**config.mk**
```make
export PLATFORM = sky130hd
export DESIGN_NAME = reorder_buffer_with_retire_map_top_flat
export DESIGN_NICKNAME = d
export VERILOG_FILES = /design/src/sv/rbrm_pkg.sv /design/src/sv/rbrm_in_if.sv /design/src/sv/rbrm_out_if.sv /design/src/sv/rbrm_retire_map.sv /design/src/sv/reorder_buffer_with_retire_map_top.sv /design/src/flat_wrapper.sv
export VERILOG_INCLUDE_DIRS = /design/src /design/src/sv
export SDC_FILE = /design/constraint.sdc
export NUM_CORES = 1
export LEC_CHECK = 0
export BUFFER_PORTS_ARGS = -buffer_cell sky130_fd_sc_hd__buf_2
export CAP_MARGIN = 10
export CORE_AREA = 3 3 193 195
export CTS_BUF_LIST = sky130_fd_sc_hd__clkbuf_8
export CTS_CLUSTER_DIAMETER = 120
export DETAILED_ROUTE_END_ITERATION = 8
export DIE_AREA = 0 0 196 198
export SLEW_MARGIN = 20
export SYNTH_ARGS = -nofsm -noshare
export SYNTH_HDL_FRONTEND = slang
export SYNTH_HIERARCHICAL = 1
export SYNTH_SLANG_ARGS = --single-unit
```
**constraint.sdc**
```tcl
create_clock -name clk -period 10.4 [get_ports clk]
set_clock_uncertainty 0.2 [all_clocks]
set_input_delay 0 -clock clk [delete_from_list [all_inputs] [get_ports clk]]
set_output_delay 0 -clock clk [all_outputs]
set_load 0.1 [all_outputs]
```
**src/sv/reorder_buffer_with_retire_map_top_defines.svh**
```systemverilog
// Assertion macros shared by the reorder buffer RTL.
`ifndef REORDER_BUFFER_WITH_RETIRE_MAP_TOP_DEFINES_SVH
`define REORDER_BUFFER_WITH_RETIRE_MAP_TOP_DEFINES_SVH

`ifndef SYNTHESIS
`define RBRM_ASSERT_SAME(lbl, pre, post) \
	lbl: assert property (@(posedge clk) disable iff (!arst_n) (pre) |-> (post)) \
		else $error("reorder buffer check failed");
`define RBRM_ASSERT_NEXT(lbl, pre, post) \
	lbl: assert property (@(posedge clk) disable iff (!arst_n) (pre) |=> (post)) \
		else $error("reorder buffer check failed");
`else
`define RBRM_ASSERT_SAME(lbl, pre, post)
`define RBRM_ASSERT_NEXT(lbl, pre, post)
`endif

`endif

```
**src/sv/rbrm_pkg.sv**
```systemverilog
// Package with the types and constants of the reorder buffer.
`timescale 1ns / 1ps
package rbrm_pkg;

	localparam int DEF_ROB_DEPTH = 16;
	localparam int DEF_ARCH_REGS = 16;
	localparam int DEF_PHYS_REGS = 32;

	localparam int SLOT_W  = 4;
	localparam int ARCH_W  = 4;
	localparam int PHYS_W  = 5;
	localparam int COUNT_W = 32;

	typedef enum logic {
		REQ_ALLOC  = 1'b0,
		REQ_RETIRE = 1'b1
	} req_type_t;

	typedef struct packed {
		logic              req_type;
		logic [ARCH_W-1:0] dest_arch_reg;
		logic [PHYS_W-1:0] dest_phys_reg;
		logic              has_dest;
		logic              entry_done;
		logic              is_halt;
	} req_item_t;

	typedef struct packed {
		logic [ARCH_W-1:0] arch;
		logic [PHYS_W-1:0] phys;
		logic              has_dest;
		logic              done;
		logic              halt;
	} rob_entry_t;

	typedef struct packed {
		logic [SLOT_W-1:0]  rob_slot;
		logic               accepted;
		logic               retired;
		logic               freed_valid;
		logic [COUNT_W-1:0] commit_count;
		logic               rob_full;
		logic               halt_retired;
	} rsp_item_t;

	typedef struct packed {
		logic              lookup;
		logic              commit;
		logic [ARCH_W-1:0] arch;
		logic [PHYS_W-1:0] phys;
	} map_req_t;

endpackage

```
**src/sv/rbrm_in_if.sv**
```systemverilog
// Request channel interface of the reorder buffer.
`timescale 1ns / 1ps
interface rbrm_in_if;
	logic                       valid;
	logic                       ready;
	logic                       req_type;
	logic [rbrm_pkg::ARCH_W-1:0] dest_arch_reg;
	logic [rbrm_pkg::PHYS_W-1:0] dest_phys_reg;
	logic                       has_dest;
	logic                       entry_done;
	logic                       is_halt;

	modport source (
		output valid, req_type, dest_arch_reg, dest_phys_reg, has_dest, entry_done, is_halt,
		input  ready
	);
	modport sink (
		input  valid, req_type, dest_arch_reg, dest_phys_reg, has_dest, entry_done, is_halt,
		output ready
	);
endinterface

```
**src/sv/rbrm_out_if.sv**
```systemverilog
// Result channel interface of the reorder buffer.
`timescale 1ns / 1ps
interface rbrm_out_if;
	logic                        valid;
	logic                        ready;
	logic [rbrm_pkg::SLOT_W-1:0]  rob_slot;
	logic                        accepted;
	logic                        retired;
	logic                        freed_valid;
	logic [rbrm_pkg::PHYS_W-1:0]  freed_phys_reg;
	logic [rbrm_pkg::COUNT_W-1:0] commit_count;
	logic                        rob_full;
	logic                        halt_retired;

	modport source (
		output valid, rob_slot, accepted, retired, freed_valid, freed_phys_reg, commit_count,
		       rob_full, halt_retired,
		input  ready
	);
	modport sink (
		input  valid, rob_slot, accepted, retired, freed_valid, freed_phys_reg, commit_count,
		       rob_full, halt_retired,
		output ready
	);
endinterface

```
**src/sv/rbrm_retire_map.sv**
```systemverilog
// Retirement rename map: valid flags in flops and physical registers in a memory.
`timescale 1ns / 1ps
module rbrm_retire_map #(
	parameter int ARCH_REGS = rbrm_pkg::DEF_ARCH_REGS
) (
	input  logic                        clk,
	input  logic                        arst_n,
	input  rbrm_pkg::map_req_t          req,
	output logic                        prior_valid,
	output logic [rbrm_pkg::PHYS_W-1:0] prior_phys
);

	localparam int AW = (ARCH_REGS > 1) ? $clog2(ARCH_REGS) : 1;

	logic [ARCH_REGS-1:0]        map_valid_q;
	logic [rbrm_pkg::PHYS_W-1:0] phys_mem [ARCH_REGS];
	logic [AW-1:0]               idx;

	assign idx         = AW'(req.arch);
	assign prior_valid = map_valid_q[idx];

	always_ff @(posedge clk or negedge arst_n) begin
		if (!arst_n) begin
			map_valid_q <= '0;
		end else if (req.commit) begin
			map_valid_q[idx] <= 1'b1;
		end
	end

	// The read returns the mapping from before a commit in the same cycle.
	always_ff @(posedge clk) begin
		if (req.commit) begin
			phys_mem[idx] <= req.phys;
		end
	end

	always_ff @(posedge clk) begin
		if (req.lookup) begin
			prior_phys <= phys_mem[idx];
		end
	end

endmodule

```
**src/sv/reorder_buffer_with_retire_map_top.sv**
```systemverilog
// Top level of the reorder buffer with retirement rename map.
// Each request item asks either to allocate an entry at the tail or to retire the entry at the head;
// one result item comes back for every request. A request is registered on acceptance,
// processed against the buffer and map state once the result stage is free, and its
// result is registered, so one request is taken in every cycle while the result side keeps
// up. The entry payload lives in a memory whose head entry is prefetched into a register,
// and the previous mapping of a retired register is read from the map memory into the
// result stage; neither holds up the flow of requests.
`timescale 1ns / 1ps
`include "reorder_buffer_with_retire_map_top_defines.svh"
module reorder_buffer_with_retire_map_top #(
	parameter int ROB_DEPTH = rbrm_pkg::DEF_ROB_DEPTH,
	parameter int ARCH_REGS = rbrm_pkg::DEF_ARCH_REGS,
	parameter int PHYS_REGS = rbrm_pkg::DEF_PHYS_REGS
) (
	input  logic      clk,
	input  logic      arst_n,
	rbrm_in_if.sink   req,
	rbrm_out_if.source rsp
);

	localparam int PW = (ROB_DEPTH > 1) ? $clog2(ROB_DEPTH) : 1;
	localparam logic [PW-1:0] LAST_SLOT = PW'(ROB_DEPTH - 1);

	logic                 valid_s1;
	rbrm_pkg::req_item_t  item_s1;
	logic                 valid_s2;
	rbrm_pkg::rsp_item_t  res_s2;

	logic [ROB_DEPTH-1:0] entry_valid_q;
	logic [ROB_DEPTH-1:0] valid_nxt;
	logic [PW-1:0]        head_q;
	logic [PW-1:0]        tail_q;
	logic [PW-1:0]        head_nxt;
	logic [PW-1:0]        tail_nxt;
	logic [rbrm_pkg::COUNT_W-1:0] commit_cnt_q;
	logic [rbrm_pkg::COUNT_W-1:0] cnt_nxt;

	rbrm_pkg::rob_entry_t payload_mem [ROB_DEPTH];
	rbrm_pkg::rob_entry_t head_pl_q;
	rbrm_pkg::rob_entry_t new_entry;

	logic res_free;
	logic adv_s1;
	logic is_alloc;
	logic do_alloc;
	logic do_retire;
	logic commit;
	logic prior_valid;
	logic [rbrm_pkg::PHYS_W-1:0] prior_phys;
	rbrm_pkg::map_req_t map_req;

	// Handshake between the stages.
	assign res_free  = !valid_s2 || rsp.ready;
	assign adv_s1    = valid_s1 && res_free;
	assign req.ready = !valid_s1 || adv_s1;

	always_ff @(posedge clk or negedge arst_n) begin
		if (!arst_n) begin
			valid_s1 <= 1'b0;
		end else if (req.ready) begin
			valid_s1 <= req.valid;
		end
	end

	always_ff @(posedge clk) begin
		if (req.valid && req.ready) begin
			item_s1.req_type      <= req.req_type;
			item_s1.dest_arch_reg <= req.dest_arch_reg;
			item_s1.dest_phys_reg <= req.dest_phys_reg;
			item_s1.has_dest      <= req.has_dest;
			item_s1.entry_done    <= req.entry_done;
			item_s1.is_halt       <= req.is_halt;
		end
	end

	// Request decode against the buffer state.
	assign is_alloc  = (item_s1.req_type == rbrm_pkg::REQ_ALLOC);
	assign do_alloc  = adv_s1 && is_alloc && !entry_valid_q[tail_q];
	assign do_retire = adv_s1 && !is_alloc && entry_valid_q[head_q];
	assign commit    = do_retire && head_pl_q.done && head_pl_q.has_dest
	                   && (int'(head_pl_q.arch) < ARCH_REGS)
	                   && (int'(head_pl_q.phys) < PHYS_REGS);

	assign new_entry.arch     = item_s1.dest_arch_reg;
	assign new_entry.phys     = item_s1.dest_phys_reg;
	assign new_entry.has_dest = item_s1.has_dest;
	assign new_entry.done     = item_s1.entry_done;
	assign new_entry.halt     = item_s1.is_halt;

	always_comb begin
		valid_nxt = entry_valid_q;
		head_nxt  = head_q;
		tail_nxt  = tail_q;
		if (do_alloc) begin
			valid_nxt[tail_q] = 1'b1;
			tail_nxt = (tail_q == LAST_SLOT) ? '0 : tail_q + PW'(1);
		end
		if (do_retire) begin
			valid_nxt[head_q] = 1'b0;
			head_nxt = (head_q == LAST_SLOT) ? '0 : head_q + PW'(1);
		end
	end

	assign cnt_nxt = commit_cnt_q + rbrm_pkg::COUNT_W'(do_retire && !head_pl_q.halt);

	always_ff @(posedge clk or negedge arst_n) begin
		if (!arst_n) begin
			entry_valid_q <= '0;
			head_q        <= '0;
			tail_q        <= '0;
			commit_cnt_q  <= '0;
		end else begin
			entry_valid_q <= valid_nxt;
			head_q        <= head_nxt;
			tail_q        <= tail_nxt;
			commit_cnt_q  <= cnt_nxt;
		end
	end

	// Entry payload memory; the entry at the next head is prefetched every cycle.
	always_ff @(posedge clk) begin
		if (do_alloc) begin
			payload_mem[tail_q] <= new_entry;
		end
	end

	always_ff @(posedge clk) begin
		if (do_alloc && (tail_q == head_nxt)) begin
			head_pl_q <= new_entry;
		end else begin
			head_pl_q <= payload_mem[head_nxt];
		end
	end

	assign map_req.lookup = adv_s1;
	assign map_req.commit = commit;
	assign map_req.arch   = head_pl_q.arch;
	assign map_req.phys   = head_pl_q.phys;

	rbrm_retire_map #(
		.ARCH_REGS(ARCH_REGS)
	) u_map (
		.clk        (clk),
		.arst_n     (arst_n),
		.req        (map_req),
		.prior_valid(prior_valid),
		.prior_phys (prior_phys)
	);

	// Result stage.
	always_ff @(posedge clk or negedge arst_n) begin
		if (!arst_n) begin
			valid_s2 <= 1'b0;
		end else if (res_free) begin
			valid_s2 <= valid_s1;
		end
	end

	always_ff @(posedge clk) begin
		if (adv_s1) begin
			res_s2.rob_slot     <= is_alloc ? rbrm_pkg::SLOT_W'(tail_q)
			                                : rbrm_pkg::SLOT_W'(head_q);
			res_s2.accepted     <= do_alloc;
			res_s2.retired      <= do_retire;
			res_s2.freed_valid  <= commit && prior_valid;
			res_s2.commit_count <= cnt_nxt;
			res_s2.rob_full     <= valid_nxt[tail_nxt];
			res_s2.halt_retired <= do_retire && head_pl_q.halt;
		end
	end

	assign rsp.valid          = valid_s2;
	assign rsp.rob_slot       = res_s2.rob_slot;
	assign rsp.accepted       = res_s2.accepted;
	assign rsp.retired        = res_s2.retired;
	assign rsp.freed_valid    = res_s2.freed_valid;
	assign rsp.freed_phys_reg = res_s2.freed_valid ? prior_phys : '0;
	assign rsp.commit_count   = res_s2.commit_count;
	assign rsp.rob_full       = res_s2.rob_full;
	assign rsp.halt_retired   = res_s2.halt_retired;

	`RBRM_ASSERT_SAME(a_alloc_xor_retire, valid_s2, !(res_s2.accepted && res_s2.retired))
	`RBRM_ASSERT_SAME(a_freed_needs_retire, valid_s2 && res_s2.freed_valid, res_s2.retired)
	`RBRM_ASSERT_SAME(a_empty_head, !entry_valid_q[head_q], entry_valid_q == '0)
	`RBRM_ASSERT_NEXT(a_count_step, do_retire && !head_pl_q.halt, commit_cnt_q == $past(cnt_nxt))

endmodule

```
**src/flat_wrapper.sv**
```systemverilog
// flat-port wrapper written by rule: the top's interface ports become plain ports
module reorder_buffer_with_retire_map_top_flat 
#(
	parameter int ROB_DEPTH = rbrm_pkg::DEF_ROB_DEPTH,
	parameter int ARCH_REGS = rbrm_pkg::DEF_ARCH_REGS,
	parameter int PHYS_REGS = rbrm_pkg::DEF_PHYS_REGS
)
  (clk, arst_n, req_valid, req_req_type, req_dest_arch_reg, req_dest_phys_reg, req_has_dest, req_entry_done, req_is_halt, req_ready, rsp_valid, rsp_rob_slot, rsp_accepted, rsp_retired, rsp_freed_valid, rsp_freed_phys_reg, rsp_commit_count, rsp_rob_full, rsp_halt_retired, rsp_ready);
  rbrm_in_if req_i ();
  rbrm_out_if rsp_i ();
  input  logic clk;
  input  logic arst_n;
  input wire logic [$bits(req_i.valid)-1:0] req_valid;
  input wire logic [$bits(req_i.req_type)-1:0] req_req_type;
  input wire logic [$bits(req_i.dest_arch_reg)-1:0] req_dest_arch_reg;
  input wire logic [$bits(req_i.dest_phys_reg)-1:0] req_dest_phys_reg;
  input wire logic [$bits(req_i.has_dest)-1:0] req_has_dest;
  input wire logic [$bits(req_i.entry_done)-1:0] req_entry_done;
  input wire logic [$bits(req_i.is_halt)-1:0] req_is_halt;
  output wire logic [$bits(req_i.ready)-1:0] req_ready;
  output wire logic [$bits(rsp_i.valid)-1:0] rsp_valid;
  output wire logic [$bits(rsp_i.rob_slot)-1:0] rsp_rob_slot;
  output wire logic [$bits(rsp_i.accepted)-1:0] rsp_accepted;
  output wire logic [$bits(rsp_i.retired)-1:0] rsp_retired;
  output wire logic [$bits(rsp_i.freed_valid)-1:0] rsp_freed_valid;
  output wire logic [$bits(rsp_i.freed_phys_reg)-1:0] rsp_freed_phys_reg;
  output wire logic [$bits(rsp_i.commit_count)-1:0] rsp_commit_count;
  output wire logic [$bits(rsp_i.rob_full)-1:0] rsp_rob_full;
  output wire logic [$bits(rsp_i.halt_retired)-1:0] rsp_halt_retired;
  input wire logic [$bits(rsp_i.ready)-1:0] rsp_ready;
  assign req_i.valid = req_valid;
  assign req_i.req_type = req_req_type;
  assign req_i.dest_arch_reg = req_dest_arch_reg;
  assign req_i.dest_phys_reg = req_dest_phys_reg;
  assign req_i.has_dest = req_has_dest;
  assign req_i.entry_done = req_entry_done;
  assign req_i.is_halt = req_is_halt;
  assign req_ready = req_i.ready;
  assign rsp_valid = rsp_i.valid;
  assign rsp_rob_slot = rsp_i.rob_slot;
  assign rsp_accepted = rsp_i.accepted;
  assign rsp_retired = rsp_i.retired;
  assign rsp_freed_valid = rsp_i.freed_valid;
  assign rsp_freed_phys_reg = rsp_i.freed_phys_reg;
  assign rsp_commit_count = rsp_i.commit_count;
  assign rsp_rob_full = rsp_i.rob_full;
  assign rsp_halt_retired = rsp_i.halt_retired;
  assign rsp_i.ready = rsp_ready;
  reorder_buffer_with_retire_map_top #(.ROB_DEPTH(ROB_DEPTH), .ARCH_REGS(ARCH_REGS), .PHYS_REGS(PHYS_REGS)) u_core (.clk(clk), .arst_n(arst_n), .req(req_i), .rsp(rsp_i));
endmodule
```
==> flow_summary.toml <==
[status]
status = "completed"

[setup_path]
path_class = "reg -> reg"
cp_top_family = "simple AND/OR/NAND/NOR gates"
crit_chain = "buf_4, mux4_2, mux4_2, nor2_1, ha_1, nand3_1, nor3b_1, and2_1, nand2_1, or2_2, or3_1, nor2_1, xor2_1"
critPathMaxFanout = 33
crit_arrival_ns = 4.95
crit_path_start_kind = "register"
required_ns = 10.61
crit_path_top_delay_cell = "dfxtp_2"
cp-end-kind = "register"
cp_num_buf_inv = 1
cp_slowest_stage_delay_ns = 0.78

[timing]
tns_ns = 0
rsz0062_at_grt = "false"
timing.final.crit_period_ns = 4.74
finalHoldViolations = 0
max_slew_margin_pct = 32.4
worst_pin_slew_ns = 1.01
drv_slew = 0
min_period_over_period_pct = 45.6
setup_violations = 0
max_freq_ghz = 0.211

[logic_synthesis]
synth_edf_count = 331
synth_common_cells = "edfxtp_1, dfrtp_1, mux4_2, nor2_1, nand2_1"
yosysTopAreaCellShare_pct = 61.9
seq_area_frac_synth_pct = 73.9
yosysWarnings = 6
synth_area_leaders = "edfxtp_1, dfrtp_1, mux4_2"
yosysUniqueCellTypes = 55
synthArstFlopShare_pct = 18.1
syn-cell-area_um2 = 16100
dominantRegCellSynth = "edfxtp_1"
yosysMostFrequentCell = "edfxtp_1"
ys_seq_elements = 409
avgSynthCellArea_um2 = 18.5
netlist_instances = 867
synth_largest_area_cell = "edfxtp_1"
syn_nets = 894

[floorplan]
die_area_um2 = 38800
core_um2 = 35600
die_y_um = 198
initial_core_util_pct = 45.1
num_io_pins = 65
row_count = 69
die_x_um = 196

[clock_tree]
cts_buffers = 69
worstSkewPairLatency_ns = 0.58
cts_root_buf = "clkbuf_8"
clock_sinks = 409
h-tree-depth = 3
path_clk_slew_ns = 0.06
cts_resized = 0
clockBufferDepth = 3
cts_tree = "built"

[drt]
drt_iter0_drc = 594
wire_per_inst_um = 21.2
drt-total-wl_um = 32700
drtPass1Iterations = 5
drt_drc_violations_left = 0
met1_length_um = 14300
wl_met2_um = 16000
viasPerCell = 5.39
met3_length_um = 1610
dr.max_layer_used = "met4"
vias = 8293
drtAntennaViolNets = 0

[power_and_ir_drop]
power_frac_comb_pct = 24.5
power_frac_clock_pct = 29.3
ir_drop_mv = 0.149
total_leakage_power_nw = 6.72
p_int_mw = 3.12
netSwitchingFraction_pct = 31.1
seqPwrFrac_pct = 46.2
power_switching_mw = 1.41
p_per_area_nw_per_um2 = 244

[global_route]
grt_antenna_before_repair = 0
grt_pass1_wl_um = 51200
grt_usage_pct = 17.3
grt-ovfl-total = 0
grt_start_max_net_pins = 57
grt_pass1_vias = 8764

[cells_and_area]
layout-drive-gt1-share_pct = 25.9
layoutNonFillerInstCount = 1539
nets = 1049
antenna_cells = 0
area_delta_synth_final_pct = 15.8

[place]
portBuffers = 64
gp_congestion = 0.855
dpl.cell_count = 1379
dp_hpwl_um = 19700

[flow_run]
cap_violations = 0

[worst_hold_path]
min_path_type = "in -> reg"
==> placed cells by master (no fill, tap or decap), types with 4 or more instances in the layout <==
| cell | netlist | final |
|---|---|---|
| nand2b_1 | 5 | 5 |
| edfxtp_1 | 331 | 331 |
| dlygate4sd3_1 | 0 | 33 |
| clkbuf_8 | 0 | 75 |
| o21ai_0 | 10 | 10 |
| nand2_1 | 46 | 46 |
| nor3b_1 | 4 | 4 |
| clkinv_2 | 0 | 8 |
| inv_1 | 18 | 44 |
| nand4_1 | 6 | 6 |
| and3_1 | 5 | 5 |
| ha_1 | 10 | 10 |
| a211oi_1 | 4 | 4 |
| mux4_2 | 70 | 70 |
| a21oi_1 | 8 | 8 |
| nor2_1 | 53 | 49 |
| o211ai_1 | 9 | 9 |
| xnor2_1 | 20 | 20 |
| buf_2 | 6 | 63 |
| a31oi_1 | 4 | 4 |
| dfrtp_1 | 74 | 74 |
| nand3_1 | 28 | 28 |
| nor2b_1 | 8 | 8 |
| a2bb2oi_1 | 8 | 8 |
| xor2_1 | 11 | 11 |
| buf_4 | 0 | 21 |
| clkinv_1 | 0 | 13 |
| or2_2 | 17 | 17 |
| mux4_1 | 12 | 12 |
| and2_1 | 10 | 10 |
| nor3_1 | 8 | 8 |
| a22oi_1 | 13 | 13 |
==> sequential cells by signal (all words and copies together), names as in the netlist, named ones only <==
name and count:
u_core/head_q 4, u_core/rsp.rob_full 1, u_core/rsp.halt_retired 1, u_core/rsp.freed_valid 1, u_core/payload_mem 192, u_core/item_s1 13, u_core/commit_cnt_q 32, u_core/rsp.valid 1
u_core/u_map/phys_mem 80, u_core/entry_valid_q 16, u_core/tail_q 4, u_core/rsp.commit_count 32, u_core/valid_s1 1, u_core/rsp.retired 1, u_core/rsp.accepted 1, u_core/u_map/prior_phys 5
u_core/rsp.rob_slot 4, u_core/u_map/map_valid_q 16
==> power by group through the flow <==
stage | Clock, mW | Sequential (mW) | Combinational, mW
after global routing | 1.46 | 2.11 | 1.19
after detailed placement | 0 | 2.12 | 1.11
after floorplan | 0 | 2.16 | 0.808
final | 1.33 | 2.09 | 1.11
after CTS | 1.38 | 2.09 | 1.12
after global placement | 0 | 2.12 | 1.10
==> per-stage QoR <==
step                util (%)  power, mW  setup WS [ns]  hold WS (ns)  instance area [um^2]
finish                  52.3       4.53           5.66         0.130                 18600
CTS                     52.2       4.59           5.64        0.0787                 18600
detailed placement      47.6       3.23           5.64        -0.291                 16900
global route            52.3       4.76           5.34         0.141                 18600
global placement        47.6       3.22           5.69        -0.291                 16900
floorplan                  -       2.97           6.21        -0.496                 16100
==> cell families (layout without fill, tap and decap cells) <==
family / after synthesis / count (layout) / synth area share, %
compound gates: 74 / 74 / 3.38
xor+xnor: 31 / 31 / 1.69
flops: 409 / 409 / 73.9
mux: 91 / 91 / 12.4
simple gates: 201 / 201 / 6.26
buf+inv: 51 / 262 / 1.53
fa+ha+maj: 10 / 10 / 0.779
==> final timing paths <==
| kind | start | endpoint | slack (ns) | cells past startpoint |
|---|---|---|---|---|
| max reg2reg | register | u_core/rsp.commit_count[31] | 5.66 | 13 |
| max | register | u_core/rsp.commit_count[31] | 5.66 | 13 |
| max in group asynchronous | arst_n | u_core/u_map/map_valid_q[3] | 8.37 | 4 |
| min | rsp_ready | u_core/rsp.valid | 0.13 | 4 |
| min in group asynchronous | arst_n | u_core/commit_cnt_q[15] | 0.50 | 4 |
| min reg2reg | u_core/u_map/map_valid_q[7] | u_core/u_map/map_valid_q[7] | 0.27 | 1 |
==> repair_timing <==
action | CTS | global route
hold buffers | 33 | 0
endpoints found under the hold margin | 90 | 0
setup buffers | 0 | 0
==> area by class of cell <==
class,instances,area (um^2)
flip-flops and latches,409,11900
clock buffers,75,1030
clock inverters,52,273
multi-input cells,407,3960
inverters,18,67.6
fillers,2903,17000
repair buffers,117,803
well taps,461,577
==> worst min-delay path: stages <==
cell and delay, ns:
dlygate4sd3_1 0.53, buf_2 0.11, nand2b_1 0.16, nand2_1 0.07
==> metal layers <==
layer	up-vias	global-route usage [%]
met5	-	0
li1	3754	-
met4	0	6.07
met1	4265	23.7
met2	218	27.9
met3	56	3.52
No activity file was read; power rests on OpenSTA's default activity.
